## src/hw/rtl/mtmq_pkg.sv

```systemverilog
// Shared types, operation codes and controller/datapath interface structs
// for the message tag matching queues. No dependencies.
package mtmq_pkg;

  typedef struct packed {
    logic [2:0]  func;
    logic [15:0] source_rank;
    logic        any_source;
    logic [30:0] msg_tag;
    logic        any_tag;
    logic [15:0] comm_ctx;
    logic [15:0] sender_id;
    logic [15:0] handle_in;
  } in_t;

  typedef struct packed {
    logic        found;
    logic [15:0] match_handle;
    logic [15:0] match_source;
    logic [30:0] match_tag;
    logic [15:0] match_sender;
    logic        appended;
    logic        queue_full;
  } out_t;

  // One queue entry; aux holds wildcard bits (posted) or sender id (unexpected).
  typedef struct packed {
    logic [15:0] ctx;
    logic [15:0] src;
    logic [30:0] tag;
    logic [15:0] aux;
    logic [15:0] hnd;
  } ent_t;

  localparam logic [2:0] FN_POST      = 3'd0;
  localparam logic [2:0] FN_ARRIVE    = 3'd1;
  localparam logic [2:0] FN_PROBE     = 3'd2;
  localparam logic [2:0] FN_CANCEL    = 3'd3;
  localparam logic [2:0] FN_REMOVE    = 3'd4;
  localparam logic [2:0] FN_ARRIVE_MO = 3'd5;

  typedef enum logic [3:0] {
    ST_IDLE,
    ST_START,
    ST_RD,
    ST_CMP,
    ST_DECIDE,
    ST_SH_RD,
    ST_SH_WR,
    ST_DEC,
    ST_FIN
  } state_t;

  typedef struct packed {
    logic load;
    logic clr;
    logic rd_next;
    logic cmp;
    logic inc;
    logic take_k;
    logic shift_wr;
    logic dec;
    logic append;
    logic emit;
  } cmd_t;

  typedef struct packed {
    logic invalid;
    logic empty;
    logic last;
    logic hit;
    logic found;
    logic newest;
    logic removes;
    logic k_last;
    logic sh_last;
    logic out_free;
  } sts_t;

endpackage

```

## src/hw/rtl/mtmq_ctrl.sv

```systemverilog
// Controller state machine for the tag matching queues: scan, shift, emit.
// Depends on mtmq_pkg.
module mtmq_ctrl (
  input  logic            clk,
  input  logic            rst_n,
  input  logic            in_valid,
  input  mtmq_pkg::sts_t  sts,
  output mtmq_pkg::cmd_t  cmd,
  output logic            busy
);

  mtmq_pkg::state_t state_r, state_nxt;

  always_ff @(posedge clk) begin
    if (!rst_n) begin
      state_r <= mtmq_pkg::ST_IDLE;
    end else begin
      state_r <= state_nxt;
    end
  end

  always_comb begin
    state_nxt = state_r;
    case (state_r)
      mtmq_pkg::ST_IDLE: begin
        if (in_valid) state_nxt = mtmq_pkg::ST_START;
      end
      mtmq_pkg::ST_START: begin
        if (sts.invalid)    state_nxt = mtmq_pkg::ST_FIN;
        else if (sts.empty) state_nxt = mtmq_pkg::ST_DECIDE;
        else                state_nxt = mtmq_pkg::ST_RD;
      end
      mtmq_pkg::ST_RD: state_nxt = mtmq_pkg::ST_CMP;
      mtmq_pkg::ST_CMP: begin
        if ((sts.hit && !sts.newest) || sts.last) state_nxt = mtmq_pkg::ST_DECIDE;
        else                                      state_nxt = mtmq_pkg::ST_RD;
      end
      mtmq_pkg::ST_DECIDE: begin
        if (sts.found && sts.removes) begin
          state_nxt = sts.k_last ? mtmq_pkg::ST_DEC : mtmq_pkg::ST_SH_RD;
        end else begin
          state_nxt = mtmq_pkg::ST_FIN;
        end
      end
      mtmq_pkg::ST_SH_RD: state_nxt = mtmq_pkg::ST_SH_WR;
      mtmq_pkg::ST_SH_WR: begin
        state_nxt = sts.sh_last ? mtmq_pkg::ST_DEC : mtmq_pkg::ST_SH_RD;
      end
      mtmq_pkg::ST_DEC: state_nxt = mtmq_pkg::ST_FIN;
      mtmq_pkg::ST_FIN: begin
        if (sts.out_free) state_nxt = mtmq_pkg::ST_IDLE;
      end
      default: state_nxt = mtmq_pkg::ST_IDLE;
    endcase
  end

  always_comb begin
    cmd  = '0;
    busy = (state_r != mtmq_pkg::ST_IDLE);
    case (state_r)
      mtmq_pkg::ST_IDLE:   cmd.load = in_valid;
      mtmq_pkg::ST_START:  cmd.clr = 1'b1;
      mtmq_pkg::ST_RD:     cmd.rd_next = 1'b0;
      mtmq_pkg::ST_CMP: begin
        cmd.cmp = 1'b1;
        cmd.inc = !((sts.hit && !sts.newest) || sts.last);
      end
      mtmq_pkg::ST_DECIDE: begin
        cmd.take_k = sts.found && sts.removes && !sts.k_last;
        cmd.append = !sts.found;
      end
      mtmq_pkg::ST_SH_RD:  cmd.rd_next = 1'b1;
      mtmq_pkg::ST_SH_WR: begin
        cmd.shift_wr = 1'b1;
        cmd.inc      = !sts.sh_last;
      end
      mtmq_pkg::ST_DEC:    cmd.dec = 1'b1;
      mtmq_pkg::ST_FIN:    cmd.emit = sts.out_free;
      default:             cmd = '0;
    endcase
  end

endmodule

```

## config.mk

```make
export PLATFORM = sky130hd
export DESIGN_NAME = mtmq_ctrl
export DESIGN_NICKNAME = d
export VERILOG_FILES = /design/src/hw/rtl/mtmq_pkg.sv /design/src/hw/rtl/mtmq_ctrl.sv
export SDC_FILE = /design/constraint.sdc
export NUM_CORES = 1
export LEC_CHECK = 0
export BUFFER_PORTS_ARGS = -buffer_cell sky130_fd_sc_hd__buf_4
export CORE_AREA = 2 2 39 41
export CTS_BUF_LIST = sky130_fd_sc_hd__clkbuf_8
export CTS_CLUSTER_SIZE = 16
export DETAILED_ROUTE_END_ITERATION = 8
export DIE_AREA = 0 0 41 43
export GPL_ROUTABILITY_DRIVEN = 0
export HOLD_SLACK_MARGIN = 0.03
export MAX_ROUTING_LAYER = met4
export SYNTH_ARGS = -nofsm -noshare
export SYNTH_HDL_FRONTEND = slang
export SYNTH_SLANG_ARGS = --single-unit
```

## constraint.sdc

```tcl
create_clock -name clk -period 1.8 [get_ports clk]
set_clock_uncertainty 0.1 [all_clocks]
set_input_delay 0.36 -clock clk [delete_from_list [all_inputs] [get_ports clk]]
set_output_delay 0.36 -clock clk [all_outputs]
set_load 0.02 [all_outputs]
```

==> impl_metrics.yaml <==
run_status:
  status: "finished, violations left"
  failed_checks: "negative setup slack"
setup_path:
  r2r_slack_ns: 0.19
  critPathTopFamily: "simple AND/OR/NAND/NOR gates"
  setup.worst_path.end_class: "output pin"
  critical_path_required_ns: 1.34
  cp_max_fo: 5
  slowest_stage: "or3b_4"
  crit_type: "reg2out"
  crit_buf_inv: 1
  crit_chain: "and4bb_1 -> or3b_4 -> nand2_2 -> buf_6"
  worstPathArrival_ns: 1.42
  start_kind: "register"
  critPathMaxStageDelay_ns: 0.39
final_layout:
  reg_top3: "state_r: 4 flops"
  nets: 103
  multi_input_area_um2: 349
  max_flop_register: "state_r"
  drive_above_1_share_pct: 60.2
  diodes: 0
  register_area_um2: 88.8
  fin_util_pct: 55.9
  fill_cells: 125
  area.growth.synth_to_final_pct: 89.0
  largest_register_ffs: 4
grt:
  use_met1_pct: 18.6
  gr-total-overflow: 0
  grt_util_met2_pct: 29.7
  grt_use_total_pct: 17.6
  antenna_found_initial: 0
  grt_max_degree: 11
  grt_pass1_vias: 468
  met3_usage_pct: 3.14
  gr-max-usage-layer: "met2"
  grt_pass1_wl_um: 2020
synth:
  synth_largest_area_cell: "dfxtp_1"
  synth_ff_type: "dfxtp_1"
  synth_top_area_share_pct: 19.6
  ys_ff_latch: 4
  ys_top_cells_by_count: "8 x nand2_1, 6 x nor2_1, 4 x dfxtp_1, 4 x nor2b_1, 3 x nand2b_1"
  synth_edf_count: 0
  synth-compound-area-share_pct: 20.2
  synth.area.top_cells: "dfxtp_1 20%, nand2_1 7.3%, nor2b_1 6.1%"
  yosysMostFrequentCell: "nand2_1"
  synth-simple-area-share_pct: 54.1
  synthAdderAreaFrac_pct: 0
  syn_nets: 66
  synthCells: 53
  synthMuxAreaShare_pct: 0
  synth_cell_types: 29
  syn-cell-area_um2: 409
  synth_area_per_cell_um2: 7.72
  synth_warnings: 0
  synth_top_family_by_area: "simple AND/OR/NAND/NOR gates"
  synth-xor-area-share_pct: 0
  synth_seq_area_share_pct: 19.6
  async_flop_share_pct: 0
detailed_routing:
  drtAntennaViolNets: 0
  drtIter0Drc: 8
  wl_um: 1350
  num_vias: 542
  route.detailed.vias_per_inst: 5.21
  drt-pass1-iter-count: 3
  drc_errors: 0
  wl_per_cell_um: 13.0
timing:
  fin_tns_setup_ns: -0.0927
  grt_setup_unrepaired: "yes"
  timing.final.crit_share_pct: 104
  fin_ws_ns: -0.0790
  fmax_ghz: 0.532
  slew_headroom_pct: 81.5
  worst_pin_slew_ns: 0.273
  timing.final.crit_period_ns: 1.88
  report.final.slew_viol_count: 0
  setup_viol: 2
  hold_viol: 0
power:
  leakage_nw: 0.348
  swShare_pct: 29.1
  seq_power_share_pct: 23.2
  p_sw_mw: 0.128
  p_per_area_nw_per_um2: 569
  clockPowerShare_pct: 44.3
  ir_drop_mv: 0.420
  intPower_mw: 0.312
  comb_power_share_pct: 32.5
clock_network:
  cts.root.buffer_cell: "clkbuf_8"
  clock_sinks: 4
  clkTransAtPathRegs_ns: 0.04
  cts.path.max_buffers: 2
  htree_levels: 1
  clk_latency_ns: 0.22
  cts_hold_buffers: 0
  cts_buffers: 3
  tritoncts: "built"
flow_run:
  max-cap-violations: 0
placement:
  dpl.hpwl_um: 908
  io_buffers: 23
floorplanning:
  start_util_pct: 29.6
  coreArea_um2: 1380
  die_y_um: 43
  io_pins: 24
  fp.dieW_um: 41
  dieArea_um2: 1760
  core.rowCount: 14
hold_path:
  hold_path_class: "in2reg"
power by group through the flow:
stage,registers (mW),clock network [mW],logic (mW)
after CTS,0.101,0.197,0.131
after global routing,0.103,0.212,0.155
after detailed placement,0.104,0,0.126
after global placement,0.104,0,0.126
final,0.102,0.195,0.143
after floorplan,0.100,0,0.0681
layout make-up:
class | count | share of cell area, %
repair buffers | 35 | 35.0
clock buffers | 3 | 5.34
inverters | 1 | 0.485
multi-input cells | 45 | 45.1
flip-flops and latches | 4 | 11.5
well taps | 16 | 2.59
stage by stage:
step	power, mW	hold WS (ns)	setup slack, ns	std cells	instance area [µm²]
floorplan	0.168	0.377	0.0146	53	415
global placement	0.230	0.480	0.0973	95	632
detailed placement	0.230	0.485	0.0760	95	632
CTS	0.429	0.259	-0.0663	103	717
global route	0.470	0.272	-0.114	104	773
finish	0.440	0.255	-0.0790	104	773
kinds of logic (layout without fill, tap and decap cells):
group	Yosys count	in the layout
flip-flops	4	4
AO/OA/AOI/OAI	9	9
AND/OR/NAND/NOR	36	36
buffers and inverters	4	39
metal layers:
layer / vias up / wire length [µm]
li1: 265 / -
met1: 255 / 533
met2: 18 / 716
met3: 4 / 77
met4: 0 / 23
met5: - / 0
cells in the final DEF, fill, tap and decap left out, types with 2 or more instances in the layout:
| cell type | count |
|---|---|
| buf_4 | 33 |
| nand2_1 | 7 |
| nand2b_1 | 3 |
| nor2_1 | 3 |
| nor2b_1 | 3 |
| clkbuf_8 | 3 |
| nor2_2 | 2 |
| and3_1 | 2 |
| nand3b_1 | 2 |
| buf_6 | 2 |
| dfxtp_4 | 2 |
final timing paths:
path,from,cells after the start,end
hold / removal,rst_n,2,state_r[3]
setup / recovery,state_r[2],4,cmd[5]
hold reg to reg,state_r[1],2,state_r[2]
setup reg to reg,state_r[2],5,state_r[0]
repair_timing:
action,in CTS,in global routing
pin swaps,2,1
setup endpoints to repair,4,4
gates resized for setup,4,13
buffers inserted,5,1
No activity file was read; power rests on OpenSTA's default activity.
